`src/hdl/clc_ram.sv`:
```
// Generic single-port-write, single-port-read synchronous RAM.
// Read data is registered. No dependencies.
module clc_ram #(
    parameter int WIDTH = 8,
    parameter int DEPTH = 64,
    parameter int ADDR_BITS = $clog2(DEPTH)
) (
    input  logic                 clk,
    input  logic                 we,
    input  logic [ADDR_BITS-1:0] waddr,
    input  logic [WIDTH-1:0]     wdata,
    input  logic [ADDR_BITS-1:0] raddr,
    output logic [WIDTH-1:0]     rdata
);

    logic [WIDTH-1:0] mem [DEPTH];

    // write port
    always_ff @(posedge clk)
    begin
        if (we)
        begin
            mem[waddr] <= wdata;
        end
    end

    // registered read port
    always_ff @(posedge clk)
    begin
        rdata <= mem[raddr];
    end

endmodule

```
`config.mk`:
```
export PLATFORM = sky130hd
export DESIGN_NAME = clc_ram
export DESIGN_NICKNAME = d
export VERILOG_FILES = /design/src/hdl/clc_ram.sv
export SDC_FILE = /design/constraint.sdc
export NUM_CORES = 1
export LEC_CHECK = 0
export BUFFER_PORTS_ARGS = -buffer_cell sky130_fd_sc_hd__buf_2
export CAP_MARGIN = 40
export CORE_MARGIN = 8
export CORE_UTILIZATION = 40
export CTS_CLUSTER_DIAMETER = 150
export CTS_CLUSTER_SIZE = 8
export DETAILED_ROUTE_END_ITERATION = 6
export MAX_ROUTING_LAYER = met4
export PLACE_DENSITY = 0.67
export SLEW_MARGIN = 30
export SYNTH_ARGS = -nofsm -noshare
export SYNTH_HDL_FRONTEND = slang
export SYNTH_SLANG_ARGS = --single-unit
```
`constraint.sdc`:
```
create_clock -name clk -period 5.15 [get_ports clk]
set_input_delay 1.545 -clock clk [delete_from_list [all_inputs] [get_ports clk]]
set_output_delay 1.545 -clock clk [all_outputs]
set_load 0.005 [all_outputs]
```
## After elaboration in Yosys (flattened, before gate mapping)

Memories as Yosys holds them, arrays and structs flattened. A register that Yosys moved wholly into a read port is not among the register bits.
Index checks and enable logic that the tools add are counted.

- Register bits: 0
- Memory bits (writable): 512
- Input bits: 22
- Output and inout bits: 8
- Logic and storage cells: 3
- Memories: 1

- Muxes and demuxes: 2

Memories:

| name | depth | bits a word | rd ports | clocked after Yosys merged registers in | wr ports | RTL line | RTL |
|---|---|---|---|---|---|---|---|
| mem | 64 | 8 | 1 | 1 | 1 | 16 | `logic [WIDTH-1:0] mem [DEPTH];` |

Operator list:

| kind | count |
|---|---|
| two-way mux 1 bit | 2 |

## Logic depth before layout (Yosys ltp)

- Depth in word-level cells: 2
- Mapped depth: 9
- Gate-level depth less buffers: 5

## Least setup slack after synthesis

Ideal clock, no wire load.

- Path type: input port to flip-flop
- Start: input port raddr[1]
- End: register rdata[3], read port of mem
- Data arrival time: 3.085 ns
- Setup slack: 1.937 ns
- Stages: 7
- Buffers on the path: 3
- Path through: buf_4 > buf_2 > buf_2 > mux4_2 > mux4_2 > o21ai_1 > o41ai_1

RTL lines:

| element | RTL line | RTL |
|---|---|---|
| from (decl) | 12 | `input logic [ADDR_BITS-1:0] raddr,` |
| to (decl) | 13 | `output logic [WIDTH-1:0] rdata` |

==> metrics.txt <==
syn nets 962; Sw Ratio 0.200; Post-Place Setup Slack 1160 ps; setup clock skew after layout 22.6 ps; Worst Tran Pin Value 878 ps; highest-count cells in the layout ignoring fill and taps 512 x edfxtp_1, 126 x mux4_2, 82 x nor2_1, 76 x clkbuf_16, 54 x buf_4; WS Path Type in -> reg; Clk pwr share 0.453; RSZ-0062 raised after global routing no; WP buf/inv 2; R2R Setup Slk 3090 ps; min-delay worst type reg -> reg; WL final 44200 um; postcts setup bufs 0; Synth Register Bits 520; Flop pwr share 0.502; vias in the first global route 9945; crit-path cells clkbuf_8, buf_12, mux4_2, mux4_2, o21ai_1, o41ai_1; Max Slew Vio Count 0; setup slack after layout 1760 ps; DIE AREA 57900 um^2; Final GP Congestion 0.813; Synth area leader edfxtp_1; non-filler cells, final 1756; post-route setup TNS 0 ps; Post-synth EDFFs 512; Worst setup SP type input pin; H-Tree Level Count 3; Via Count 9778; Hold Vio Cnt, Final 0; Slew headroom 0.412; CP max-delay cell mux4_2; CTS tree yes; Tot GR Track Use 0.159; top cell type's share of synthesized area 0.762; Ports 30; most common cell after layout, fill and taps aside edfxtp_1; Switching Power 1.88 mW; placed cells 1628; largest net degree at the start of global routing 65; most used cell, CP mux4_2; CTS Root Cell clkbuf_16; Synth Flop Type edfxtp_1; final setup vio count 0; Yosys cell types 40; wire per inst 25.2 um; final period utilization 0.658; total clock buffers created by CTS 74; Worst Path Arrival 3820 ps; Antenna Nets Post-Route 0; Pleak 7.38 nW; # DRC 0; IO Port Bufs 29; PwrDens 401 nW/um^2; Top delay family on crit path multiplexers; fin nets 1078; Fmax 295 MHz; Reg clk slew, reported paths 50 ps; asr flop ratio synth 0; Mapped Area 20200 um^2; Synth Instances 940; Comb power frac 0.045; MaxCap Viol Count 0; DP Wirelength 27000 um; Die W 241 um; synth top area cells edfxtp_1 76%, mux4_2 14%, nor2_1 1.5%, mux2i_1 1.1%, dfxtp_1 0.79%; initial DRC count 1346; CP Max Fanout 44; Peak VDD IR 0.232 mV; minimum period implied by the final worst setup slack 3390 ps; # rows 82; mean post-synth cell area 21.5 um^2; antenna violations before repair 3; CTS sink cnt 520; kind of end point of the critical path flip-flop; GRT overflow 0; CTS resizes 0; Synth Warn # 0; 1st-pass router iterations 5; cell-internal power 7.50 mW; Worst Path Required 5590 ps; Initial Util 0.404; total core area 50000 um^2; sequential area share after synthesis 0.770; share of cells above drive strength 1 0.288; CTS Buffer Depth 3; area grow syn2layout 15.9%; post-DR vias/cell 5.57; outcome finished clean; Crit path largest cell delay 560 ps; Die H 241 um; Clk Latency, worst-skew pair 580 ps; first-pass GRT wire length 65500 um; Power, Total 9.38 mW; CTS Hold Buffers Added 0
-- tightest hold or removal path, cell delays in order (launching register included) --
cell	delay, ps
edfxtp_1	310
mux4_2	220
o22ai_1	100
nand2_1	100
o2bb2ai_1	110
-- cells by family (layout without fill, tap and decap cells) --
| family | Yosys count | count (layout) | share of synthesized area |
|---|---|---|---|
| AO/OA/AOI/OAI | 54 | 54 | 0.0207 |
| buffers and inverters | 51 | 192 | 0.0157 |
| flip-flops | 520 | 520 | 0.770 |
| multiplexers | 162 | 162 | 0.159 |
| other | 0 | 3 | 0 |
| AND/OR/NAND/NOR | 153 | 153 | 0.0339 |
-- synthesized netlist by cell type (4+ instances only) --
master	instances
nand2b_1	7
nor2b_1	14
mux2i_1	23
nor3_1	7
buf_2	11
buf_6	4
nand3_1	13
dfxtp_1	8
mux2_2	13
mux4_2	126
a211oi_1	4
nand2_1	19
o221ai_1	8
o22ai_1	8
clkbuf_1	17
nor2_1	83
buf_4	13
edfxtp_1	512
buf_1	4
a221oi_1	6
-- routing by layer --
layer | vias up | track usage | share of wire
met5 | - | - | 0
met4 | 0 | 0.0673 | 0.035
met3 | 96 | 0.0345 | 0.080
met2 | 432 | 0.245 | 0.48
met1 | 5093 | 0.205 | 0.40
li1 | 4157 | - | -
-- flip-flops by register name, indices dropped and copies added (netlist names) --
signal	flops
mem	512
rdata	8
-- through the flow --
stage,hold slack [ps],area (um^2),utilization
after CTS,863,23200,0.464
after floorplan,718,20200,-
after global placement,845,21000,0.421
after detailed placement,863,21200,0.424
after global routing,893,23400,0.468
final,862,23400,0.468
-- worst paths after layout --
| path | from | depth (start not counted) | end |
|---|---|---|---|
| worst max register to register | mem[24][6]$_DFFE_PP_ | 5 | rdata[6]$_DFF_P_ |
| worst min register to register | mem[18][2]$_DFFE_PP_ | 4 | rdata[2]$_DFF_P_ |
| worst min-delay path | mem[18][2]$_DFFE_PP_ | 4 | rdata[2]$_DFF_P_ |
| worst max-delay path | raddr[0] | 6 | rdata[5]$_DFF_P_ |
-- power by group through the flow --
stage / logic [mW] / clock network [mW] / registers [mW]
global placement: 0.415 / 0 / 4.79
global route: 0.450 / 4.49 / 4.71
finish: 0.420 / 4.25 / 4.71
detailed placement: 0.424 / 0 / 4.79
floorplan: 0.250 / 0 / 4.78
CTS: 0.426 / 4.32 / 4.71
-- area by class of cell --
type                       instances  area [um^2]
multi-input combinational        369         4320
tap                              672          841
fill                            4068        26600
antenna                            3         7.51
clock inverter                     2         25.0
sequential                       520        15500
clock buffer                      99         1990
timing repair buffer              91          662
(Power assumes the default switching activity.)
